==> config.mk <==
export PLATFORM = sky130hd
export DESIGN_NAME = image_blit_color_key_top
export DESIGN_NICKNAME = d
export VERILOG_FILES = /design/src/rtl/core/ibck_pkg.sv /design/src/rtl/core/ibck_front.sv /design/src/rtl/core/ibck_fifo.sv /design/src/rtl/core/ibck_back.sv /design/src/rtl/core/image_blit_color_key_top.sv
export SDC_FILE = /design/constraint.sdc
export NUM_CORES = 1
export LEC_CHECK = 0
export BUFFER_PORTS_ARGS = -buffer_cell sky130_fd_sc_hd__buf_2
export CAP_MARGIN = 25
export CORE_MARGIN = 10
export CORE_UTILIZATION = 29
export CTS_CLUSTER_DIAMETER = 120
export DETAILED_ROUTE_END_ITERATION = 10
export PLACE_DENSITY = 0.51
export SYNTH_ARGS = -nofsm -noshare
export SYNTH_HDL_FRONTEND = slang
export SYNTH_SLANG_ARGS = --single-unit
==> constraint.sdc <==
create_clock -name clk -period 6.36 [get_ports clk]
set_input_delay 1.272 -clock clk [delete_from_list [all_inputs] [get_ports clk]]
set_output_delay 1.272 -clock clk [all_outputs]
set_load 0.02 [all_outputs]
==> src/rtl/core/ibck_pkg.sv <==
// Shared types, codes and constants of the color-keyed blit block.
package ibck_pkg;

	localparam int unsigned DISPLAY_COLS = 320;
	localparam int unsigned DISPLAY_ROWS = 240;

	localparam int unsigned COL_W = 9;
	localparam int unsigned ROW_W = 8;
	localparam int unsigned PIX_W = 16;
	localparam int unsigned CFG_IDX_W = 3;
	localparam int unsigned CFG_DATA_W = 16;

	localparam logic [PIX_W-1:0] KEY_RESET = 16'hF81F;

	// Input actions
	localparam logic ACT_START = 1'b0;
	localparam logic ACT_PIXEL = 1'b1;

	// Result status codes
	localparam logic [1:0] ST_OK    = 2'd0;
	localparam logic [1:0] ST_RANGE = 2'd1;
	localparam logic [1:0] ST_IDLE  = 2'd2;

	// Configuration register indexes
	localparam logic [CFG_IDX_W-1:0] REG_DEST_COL = 3'd0;
	localparam logic [CFG_IDX_W-1:0] REG_DEST_ROW = 3'd1;
	localparam logic [CFG_IDX_W-1:0] REG_IMG_W    = 3'd2;
	localparam logic [CFG_IDX_W-1:0] REG_IMG_H    = 3'd3;
	localparam logic [CFG_IDX_W-1:0] REG_KEY      = 3'd4;

	typedef struct packed {
		logic [COL_W-1:0] dest_col;
		logic [ROW_W-1:0] dest_row;
		logic [COL_W-1:0] img_w;
		logic [ROW_W-1:0] img_h;
		logic [PIX_W-1:0] key;
	} cfg_t;

	// Classified word passed from the front to the back
	typedef struct packed {
		logic [1:0]       status;
		logic             active;
		logic [COL_W-1:0] src_x;
		logic [ROW_W-1:0] src_y;
		logic [PIX_W-1:0] pixel;
		logic             done;
	} job_t;

endpackage

==> src/rtl/core/ibck_front.sv <==
// Front end: accepts words, runs the bounds check and the raster counters.
module ibck_front (
	input  logic                        clk,
	input  logic                        arst_n,
	input  ibck_pkg::cfg_t              cfg,
	input  logic                        in_valid,
	output logic                        in_ready,
	input  logic                        action,
	input  logic [ibck_pkg::PIX_W-1:0]  pixel,
	input  logic                        q_full,
	output logic                        q_push,
	output ibck_pkg::job_t              q_word
);

	logic                          armed_q;
	logic [ibck_pkg::COL_W-1:0]    src_x_q;
	logic [ibck_pkg::ROW_W-1:0]    src_y_q;
	logic [ibck_pkg::COL_W:0]      col_sum;
	logic [ibck_pkg::ROW_W:0]      row_sum;
	logic                          outside;
	logic                          row_end;
	logic                          last_row;
	logic                          accept;

	assign col_sum = {1'b0, cfg.dest_col} + {1'b0, cfg.img_w};
	assign row_sum = {1'b0, cfg.dest_row} + {1'b0, cfg.img_h};
	assign outside = (col_sum > (ibck_pkg::COL_W+1)'(ibck_pkg::DISPLAY_COLS)) ||
		(row_sum > (ibck_pkg::ROW_W+1)'(ibck_pkg::DISPLAY_ROWS));
	assign row_end  = ({1'b0, src_x_q} + 1'b1) >= {1'b0, cfg.img_w};
	assign last_row = ({1'b0, src_y_q} + 1'b1) >= {1'b0, cfg.img_h};

	assign in_ready = !q_full;
	assign accept   = in_valid && !q_full;
	assign q_push   = accept;

	always_comb begin
		q_word        = '0;
		q_word.status = ibck_pkg::ST_OK;
		if (action == ibck_pkg::ACT_START) begin
			q_word.status = outside ? ibck_pkg::ST_RANGE : ibck_pkg::ST_OK;
		end else if (!armed_q) begin
			q_word.status = ibck_pkg::ST_IDLE;
		end else begin
			q_word.active = 1'b1;
			q_word.src_x  = src_x_q;
			q_word.src_y  = src_y_q;
			q_word.pixel  = pixel;
			q_word.done   = row_end && last_row;
		end
	end

	always_ff @(posedge clk or negedge arst_n) begin
		if (!arst_n) begin
			armed_q <= 1'b0;
			src_x_q <= '0;
			src_y_q <= '0;
		end else if (accept) begin
			if (action == ibck_pkg::ACT_START) begin
				src_x_q <= '0;
				src_y_q <= '0;
				armed_q <= !outside && (cfg.img_w != '0) && (cfg.img_h != '0);
			end else if (armed_q) begin
				if (row_end) begin
					src_x_q <= '0;
					if (last_row) begin
						src_y_q <= '0;
						armed_q <= 1'b0;
					end else begin
						src_y_q <= src_y_q + 1'b1;
					end
				end else begin
					src_x_q <= src_x_q + 1'b1;
				end
			end
		end
	end

endmodule

==> src/rtl/core/ibck_fifo.sv <==
// Two-entry queue of classified words between front and back.
module ibck_fifo (
	input  logic            clk,
	input  logic            arst_n,
	input  logic            push,
	input  ibck_pkg::job_t  push_word,
	output logic            full,
	input  logic            pop,
	output logic            empty,
	output ibck_pkg::job_t  pop_word
);

	ibck_pkg::job_t  slot_q [2];
	logic            wr_ptr_q;
	logic            rd_ptr_q;
	logic [1:0]      count_q;

	assign full     = (count_q == 2'd2);
	assign empty    = (count_q == 2'd0);
	assign pop_word = slot_q[rd_ptr_q];

	always_ff @(posedge clk) begin
		if (push) begin
			slot_q[wr_ptr_q] <= push_word;
		end
	end

	always_ff @(posedge clk or negedge arst_n) begin
		if (!arst_n) begin
			wr_ptr_q <= 1'b0;
			rd_ptr_q <= 1'b0;
			count_q  <= 2'd0;
		end else begin
			if (push) begin
				wr_ptr_q <= !wr_ptr_q;
			end
			if (pop) begin
				rd_ptr_q <= !rd_ptr_q;
			end
			unique case ({push, pop})
				2'b10:   count_q <= count_q + 2'd1;
				2'b01:   count_q <= count_q - 2'd1;
				default: count_q <= count_q;
			endcase
		end
	end

endmodule

==> src/rtl/core/ibck_back.sv <==
// Back end: key compare, display coordinates and the output register.
module ibck_back (
	input  logic                        clk,
	input  logic                        arst_n,
	input  ibck_pkg::cfg_t              cfg,
	input  logic                        q_empty,
	input  ibck_pkg::job_t              q_word,
	output logic                        q_pop,
	output logic                        out_valid,
	input  logic                        out_ready,
	output logic [1:0]                  status,
	output logic                        write_enable,
	output logic [ibck_pkg::COL_W-1:0]  disp_x,
	output logic [ibck_pkg::ROW_W-1:0]  disp_y,
	output logic [ibck_pkg::PIX_W-1:0]  pixel_out,
	output logic                        frame_done
);

	logic                        valid_q;
	logic [1:0]                  status_q;
	logic                        we_q;
	logic [ibck_pkg::COL_W-1:0]  x_q;
	logic [ibck_pkg::ROW_W-1:0]  y_q;
	logic [ibck_pkg::PIX_W-1:0]  pix_q;
	logic                        done_q;

	// Advance whenever the output register is free or being drained
	assign q_pop = !q_empty && (!valid_q || out_ready);

	always_ff @(posedge clk or negedge arst_n) begin
		if (!arst_n) begin
			valid_q <= 1'b0;
		end else if (q_pop) begin
			valid_q <= 1'b1;
		end else if (out_ready) begin
			valid_q <= 1'b0;
		end
	end

	always_ff @(posedge clk) begin
		if (q_pop) begin
			status_q <= q_word.status;
			if (q_word.active) begin
				we_q   <= (q_word.pixel != cfg.key);
				x_q    <= cfg.dest_col + q_word.src_x;
				y_q    <= cfg.dest_row + q_word.src_y;
				pix_q  <= q_word.pixel;
				done_q <= q_word.done;
			end else begin
				we_q   <= 1'b0;
				x_q    <= '0;
				y_q    <= '0;
				pix_q  <= '0;
				done_q <= 1'b0;
			end
		end
	end

	assign out_valid    = valid_q;
	assign status       = status_q;
	assign write_enable = we_q;
	assign disp_x       = x_q;
	assign disp_y       = y_q;
	assign pixel_out    = pix_q;
	assign frame_done   = done_q;

endmodule

==> src/rtl/core/image_blit_color_key_top.sv <==
// Top level of the color-keyed transparent RGB565 blit block.
//
//  channel  handshake              payload
//  -------  ---------------------  ----------------------------------------------
//  in       in_valid / in_ready    action, pixel
//  out      out_valid / out_ready  status, write_enable, disp_x, disp_y,
//                                  pixel_out, frame_done
//  cfg      cfg_we (no wait)       cfg_addr, cfg_wdata
//
// One word per cycle sustained while the output is not stalled. An accepted word
// is written into the queue, then taken into the output register: the front
// classifies it and updates the raster counters in the cycle of acceptance, the
// back takes it from the queue next. Reset clears the armed flag, the counters,
// the queue and the output valid. A stalled output backs the two-entry queue up;
// in_ready drops only when the queue is full. Under a steady stream one entry is
// already held, so an output stall fills the queue and holds off the input.
module image_blit_color_key_top (
	input  logic                              clk,
	input  logic                              arst_n,
	// configuration write port
	input  logic                              cfg_we,
	input  logic [ibck_pkg::CFG_IDX_W-1:0]    cfg_addr,
	input  logic [ibck_pkg::CFG_DATA_W-1:0]   cfg_wdata,
	// input word channel
	input  logic                              in_valid,
	output logic                              in_ready,
	input  logic                              action,
	input  logic [ibck_pkg::PIX_W-1:0]        pixel,
	// result word channel
	output logic                              out_valid,
	input  logic                              out_ready,
	output logic [1:0]                        status,
	output logic                              write_enable,
	output logic [ibck_pkg::COL_W-1:0]        disp_x,
	output logic [ibck_pkg::ROW_W-1:0]        disp_y,
	output logic [ibck_pkg::PIX_W-1:0]        pixel_out,
	output logic                              frame_done
);

	ibck_pkg::cfg_t  cfg_q;
	ibck_pkg::job_t  push_word;
	ibck_pkg::job_t  pop_word;
	logic            q_push;
	logic            q_full;
	logic            q_pop;
	logic            q_empty;

	// Configuration registers; writes to unused indexes drop silently
	always_ff @(posedge clk or negedge arst_n) begin
		if (!arst_n) begin
			cfg_q.dest_col <= '0;
			cfg_q.dest_row <= '0;
			cfg_q.img_w    <= ibck_pkg::COL_W'(1);
			cfg_q.img_h    <= ibck_pkg::ROW_W'(1);
			cfg_q.key      <= ibck_pkg::KEY_RESET;
		end else if (cfg_we) begin
			unique case (cfg_addr)
				ibck_pkg::REG_DEST_COL: cfg_q.dest_col <= cfg_wdata[ibck_pkg::COL_W-1:0];
				ibck_pkg::REG_DEST_ROW: cfg_q.dest_row <= cfg_wdata[ibck_pkg::ROW_W-1:0];
				ibck_pkg::REG_IMG_W:    cfg_q.img_w    <= cfg_wdata[ibck_pkg::COL_W-1:0];
				ibck_pkg::REG_IMG_H:    cfg_q.img_h    <= cfg_wdata[ibck_pkg::ROW_W-1:0];
				ibck_pkg::REG_KEY:      cfg_q.key      <= cfg_wdata[ibck_pkg::PIX_W-1:0];
				default:                cfg_q          <= cfg_q;
			endcase
		end
	end

	// Front: bounds check and arming on start, raster position on pixels
	ibck_front u_front (
		.clk       (clk),
		.arst_n    (arst_n),
		.cfg       (cfg_q),
		.in_valid  (in_valid),
		.in_ready  (in_ready),
		.action    (action),
		.pixel     (pixel),
		.q_full    (q_full),
		.q_push    (q_push),
		.q_word    (push_word)
	);

	// Queue decoupling the two halves
	ibck_fifo u_fifo (
		.clk       (clk),
		.arst_n    (arst_n),
		.push      (q_push),
		.push_word (push_word),
		.full      (q_full),
		.pop       (q_pop),
		.empty     (q_empty),
		.pop_word  (pop_word)
	);

	// Back: key compare, coordinate add, output register
	ibck_back u_back (
		.clk          (clk),
		.arst_n       (arst_n),
		.cfg          (cfg_q),
		.q_empty      (q_empty),
		.q_word       (pop_word),
		.q_pop        (q_pop),
		.out_valid    (out_valid),
		.out_ready    (out_ready),
		.status       (status),
		.write_enable (write_enable),
		.disp_x       (disp_x),
		.disp_y       (disp_y),
		.pixel_out    (pixel_out),
		.frame_done   (frame_done)
	);

endmodule
Word level (Yosys, flattened, before mapping)
Memories as Yosys holds them, arrays and structs flattened.
Index checks and enable logic that the tools add are counted.
- register bits after elaboration: 110
- memory bits (writable): 74
- input bits: 41
- output and inout bits: 39
- logic and storage cells: 90
- memories kept: 1
- memory list (memory ; words ; bits a word ; rd ports ; clocked after memory_dff ; write ports ; RTL line ; text):
    u_fifo.slot_q ; 2 ; 37 ; 1 ; 0 ; 1 ; ibck_fifo.sv:13 ; ibck_pkg::job_t slot_q [2];
- $add $sub $neg: 10
- magnitude comparators: 4
- equal/unequal tests: 10
- muxes and demuxes: 21
- reductions and logical operators: 26
- operator list (kind ; count):
    35-bit two-way mux ; 2
    8-bit two-way mux ; 4
    9-bit two-way mux ; 3
    16-bit != test ; 1
    2-bit AND reduction ; 6
    9-bit by 1-bit adder with 10-bit output (second input constant) ; 1
    9-bit by 9-bit adder with 10-bit output ; 1
    10-bit by 9-bit greater-or-equal comparator with 1-bit output ; 1
    10-bit by 9-bit greater-than comparator with 1-bit output (second input constant) ; 1
    8-bit by 1-bit adder with 9-bit output (second input constant) ; 1
    8-bit by 8-bit adder with 9-bit output ; 1
    9-bit by 1-bit adder with 9-bit output (second input constant) ; 1
    9-bit adder ; 1
    9-bit by 8-bit greater-or-equal comparator with 1-bit output ; 1
    9-bit by 8-bit greater-than comparator with 1-bit output (second input constant) ; 1
    1-bit two-way mux ; 9
    9-bit nonzero test ; 1
    8-bit by 1-bit adder with 8-bit output (second input constant) ; 1
    8-bit adder ; 1
    8-bit nonzero test ; 1
    3-bit by 2-bit == test with 1-bit output (second input constant) ; 2
    1-bit zero test ; 6
    1-bit logical AND ; 5
    2-bit == test (second input constant) ; 2
    13 further kinds ; 17

Depth between registers and ports, before layout
- word-level depth: 7
- mapped depth: 14
- depth with buffers taken out: 12

Cells and area by module
A second synthesis with hierarchy kept.
- cells, all modules: 732
- area, all modules: 9603.0 sq um
- modules (own cells, without submodules) (module ; times used ; cells each ; area an instance (sq um) ; seq. area each (sq um)):
    ibck_fifo ; 1 ; 131 ; 2936.6 ; 2322.2
    ibck_front ; 1 ; 300 ; 2541.2 ; 450.4
    ibck_back ; 1 ; 192 ; 2207.1 ; 1136.1
    image_blit_color_key_top ; 1 ; 109 ; 1918.1 ; 1266.2

Worst setup path after synthesis
Ideal clock, no wire load.
- path kind: input to register
- start point: input port out_ready
- end point: register u_fifo.count_q[1]
- library setup time: 0.079 ns
- arrival: 4.010 ns
- data required time: 6.281 ns
- slack: 2.270 ns
- stages on the path: 5
- buffers on the path: 0
- path through: inv_1 a21oi_1 ha_1 nor2_1 xor2_1
- word-level cells in the longest chain between the ends: 4
- elaborated cells on any way between the ends: 6
- those cells by class: 2 x eq/ne; 1 x mux; 3 x reduce/logical
- ends and longest elaborated chain (item ; RTL line ; text):
    start, declared ; image_blit_color_key_top.sv:31 ; input logic out_ready,
    1-bit logical OR * ; ibck_back.sv:28 ; assign q_pop = !q_empty && (!valid_q || out_ready);
    1-bit logical AND * ; ibck_back.sv:28 ;
    net q_pop ; image_blit_color_key_top.sv:45 ; logic q_pop;
    2-bit by 1-bit == test with 1-bit output or 2-bit == test (tied branches) ; ibck_fifo.sv:40 ; unique case ({push, pop})
    2-bit one-hot mux with 2 select lines or 2-bit nonzero test (tied branches) ; - ;
    end signal, assigned ; ibck_fifo.sv:41 ; 2'b10: count_q <= count_q + 2'd1;
    end signal, assigned ; ibck_fifo.sv:42 ; 2'b01: count_q <= count_q - 2'd1;
    end signal, assigned ; ibck_fifo.sv:43 ; default: count_q <= count_q;
    end, declared ; ibck_fifo.sv:16 ; logic [1:0] count_q;
The timed path passes the listed nets; every way through them passes the cells marked *.
A chain may end at the register's enable or synchronous reset.

Final worst setup path
- start point: register u_front.src_x_q[0] (netlist name)
- end point: register u_front.src_x_q[5] (netlist name)
- word-level cells in the longest chain between the ends: 5
- elaborated cells on any way between the ends: 6
- those cells by class: 2 x add/sub; 1 x order compare; 3 x mux
- ends and longest elaborated chain (item ; RTL line ; text):
    start, declared ; ibck_front.sv:16 ; logic [ibck_pkg::COL_W-1:0] src_x_q;
    start signal, assigned ; ibck_front.sv:72 ; src_x_q <= src_x_q + 1'b1;
    9-bit by 1-bit adder with 10-bit output ; ibck_front.sv:29 ; assign row_end = ({1'b0, src_x_q} + 1'b1) >= {1'b0, cfg.img_w};
    10-bit by 9-bit greater-or-equal comparator with 1-bit output ; ibck_front.sv:29 ;
    9-bit two-way mux * ; ibck_front.sv:63 ; if (row_end) begin
    9-bit two-way mux * ; ibck_front.sv:62 ; end else if (armed_q) begin
    9-bit two-way mux * ; ibck_front.sv:58 ; if (action == ibck_pkg::ACT_START) begin
Every way passes the cells marked *; elsewhere a longest branch is shown, timed or not. The select of a mux whose other input is x is not followed.

==> metrics <==
outcome=complete, no violations; Reg2Reg Depth=11; initial core utilization=0.297; total gr overflow=0; flop-to-flop setup slack=3.22 ns; Resized cells post-CTS=0; Mapped Cells=733; Die Wd=198 um; FF-to-FF Start=u_front.src_x_q[0]; routed wire length=22.7 mm; WS Path Type=register to register; VDD IR max=approximately 0.20 mV; Static Leakage=4.49 nW; worst-path fanout max=12; initial antenna violation count=1; DRC viols=0; area leader, netlist=edfxtp_1; R2R Path End=u_front.src_x_q[5]; Area growth syn-to-layout=16.9%; setup bufs post-CTS=0; post-route minimum period=~3.1 ns; PortBufs=79; vias in the first global route=5957; synth warn=0; met1 wire length=roughly 11 mm; Rows=64; vias per cell=4.74; die height=198 um; RSZ-0062 raised after global routing=false; required time worst endpoint=6.71 ns; Netlist cell types=between 50 and 60; CTS tree=yes; Layout Skew=0.0229 ns; gpl congestion=0.815; hold_buf cts=0; top_reg_cell synth=edfxtp_1; Die Area=about 0.039 mm2; antenna diode count=0; sequential standard cell area=0.00518 mm2; Skew-Pair Late Insertion Delay=around 0.44 ns; GR Util All Layers=0.118; fin crit share=0.494; Hold Crit Endpoint=u_fifo.count_q[1]; Multi-input gate area=0.00380 mm2; core footprint=0.0308 mm2; largest cells by area after synthesis=edfxtp_1 36%, dfrtp_1 17%, ha_1 7.1%; Hold Violations, Final=0; Clock Tree Root=clkbuf_16; Yosys reg bits=184; CP Capture Type=register; 1st-pass router iterations=5; CTS H-tree lvls=4; worst-case clock buffer depth=2; Top-Level Pins=80; placed cells=1196; worst slew pin tran=roughly 0.94 ns; top cell type's share of synthesized area=0.364; non-filler cells in the finished layout=1228; final non-filler cell area=approximately 0.011 mm2; met3 wire length=1.10 mm; Top Layer Used=met5; hold crit path type=register to register; Iter 0 DRT Violations=264; nets=916; drt wl/cell=18.5 um; area post-placement=0.0101 mm2; Power Density=447 mW/mm2; list of most frequent post-synthesis cells=111 x edfxtp_1, 61 x dfrtp_1, 56 x nor2_1; setup TNS=0 ns; fin. max-slew vios=0; Routed Antenna Nets=0; synthesized area=a little over 0.009 mm2; Clock Sinks=184; met2 WL=about 11 mm; hold_ws=0.523 ns; cts bufs inserted=17; Util after Layout=0.347; number of synthesized flops with an enable pin=111; Worst slew margin=0.376; first-pass GRT wire length=35.4 mm; Layout fillers=3062; ys async rst share=0.397; clock slew at reported path FFs=0.08 ns; top-count cell post-synth=edfxtp_1; fmax=318 MHz; pin count of the biggest net entering global routing=68; Via Count=5824; ratio of cells with drive above 1 in the final layout=0.244; Syn Nets=830; Arrival @ worst endpoint=3.49 ns; worst hold start=u_fifo.count_q[1]; syn_area_per_cell=around 12 um2; Startpoint Class=register; max cap viols=0; Hold Path Stages=1; sequential share of the synthesized area=0.566; final count of negative-setup-slack endpoints=0; Detailed Place HPWL=between 15 and 20 mm
[critical path, stage by stage (launching register included)]
cell,delay (ns)
dfrtp_1,0.45
ha_1,0.26
nand3_1,0.16
xnor2_1,0.29
ha_1,0.30
a21oi_1,0.13
nor2b_1,0.05
a2111oi_0,0.37
o21a_1,0.24
o211ai_2,0.24
or4_1,0.50
o21ai_0,0.08
[metal layers]
metal,GRT usage,up-vias
li1,-,2858
met1,0.160,2849
met2,0.190,102
met3,0.0250,13
met4,0.0256,2
met5,0,-
[per-stage QoR]
step,power [mW],worst slack [ns]
3_3_place_gp,3.70,3.12
5_1_grt,5.11,2.89
2_1_floorplan,3.15,2.27
4_1_cts,4.85,3.21
6_report,4.78,3.22
3_5_place_dp,3.72,3.11
[kinds of logic (layout without fill, tap and decap cells)]
logic type / after synthesis / in the layout / synth area share
DFF: 184 / 184 / 0.566
xor gates and xnor gates: 55 / 55 / 0.0527
AOI/OAI and AO/OA: 109 / 109 / 0.0756
buffers and inverters: 52 / 151 / 0.0226
muxes: 77 / 77 / 0.0918
adders and majority gates: 56 / 56 / 0.0799
and+or+nand+nor: 200 / 200 / 0.112
[placed cells by master, fill, tap and decap left out, types with 17 or more instances in the layout]
cell	netlist	final
edfxtp_1	111	111
buf_2	6	78
dfrtp_1	61	60
nor2_1	56	55
mux2_2	55	55
ha_1	52	52
o21ai_0	47	47
and3_1	40	39
xor2_1	34	34
nand2_1	33	33
inv_1	30	30
xnor2_1	21	21
mux2i_1	22	21
a21oi_1	19	18
clkbuf_16	0	17
[worst max path at each step]
stage                  startpoint                 end  cells after the start
4_1_cts           u_fifo.rd_ptr_q    u_back.disp_x[8]                     11
3_5_place_dp               action  u_front.src_y_q[2]                      6
3_3_place_gp               action  u_front.src_y_q[4]                      6
2_1_floorplan           out_ready   u_fifo.count_q[1]                      5
6_report       u_front.src_x_q[0]  u_front.src_x_q[5]                     11
5_1_grt        u_front.src_x_q[0]  u_front.src_x_q[5]                     11
[final cells by class]
cell class,count,share of cell area
multi-input cells,497,0.355
clock inverters,15,0.0184
flip-flops and latches,184,0.484
inverters,30,0.0105
well taps,396,0.0463
clock buffers,17,0.0398
repair buffers,89,0.0461
[sequential cells by signal (all words and copies together) (netlist names)]
register	flops
cfg_q	50
u_back.disp_x	9
u_back.disp_y	8
u_back.frame_done	1
u_back.out_valid	1
u_back.pixel_out	16
u_back.status	2
u_back.write_enable	1
u_fifo.count_q	2
u_fifo.rd_ptr_q	1
u_fifo.slot_q	74
u_fifo.wr_ptr_q	1
u_front.armed_q	1
u_front.src_x_q	9
u_front.src_y_q	8
[where the power goes]
part	leakage (nW)	switching (mW)	internal, mW
combinational	2.22	1.05	0.704
clock	0.301	0.541	0.575
sequential	1.96	0.192	1.71
total	4.49	1.79	2.99
No activity file was read; power rests on OpenSTA's default activity.
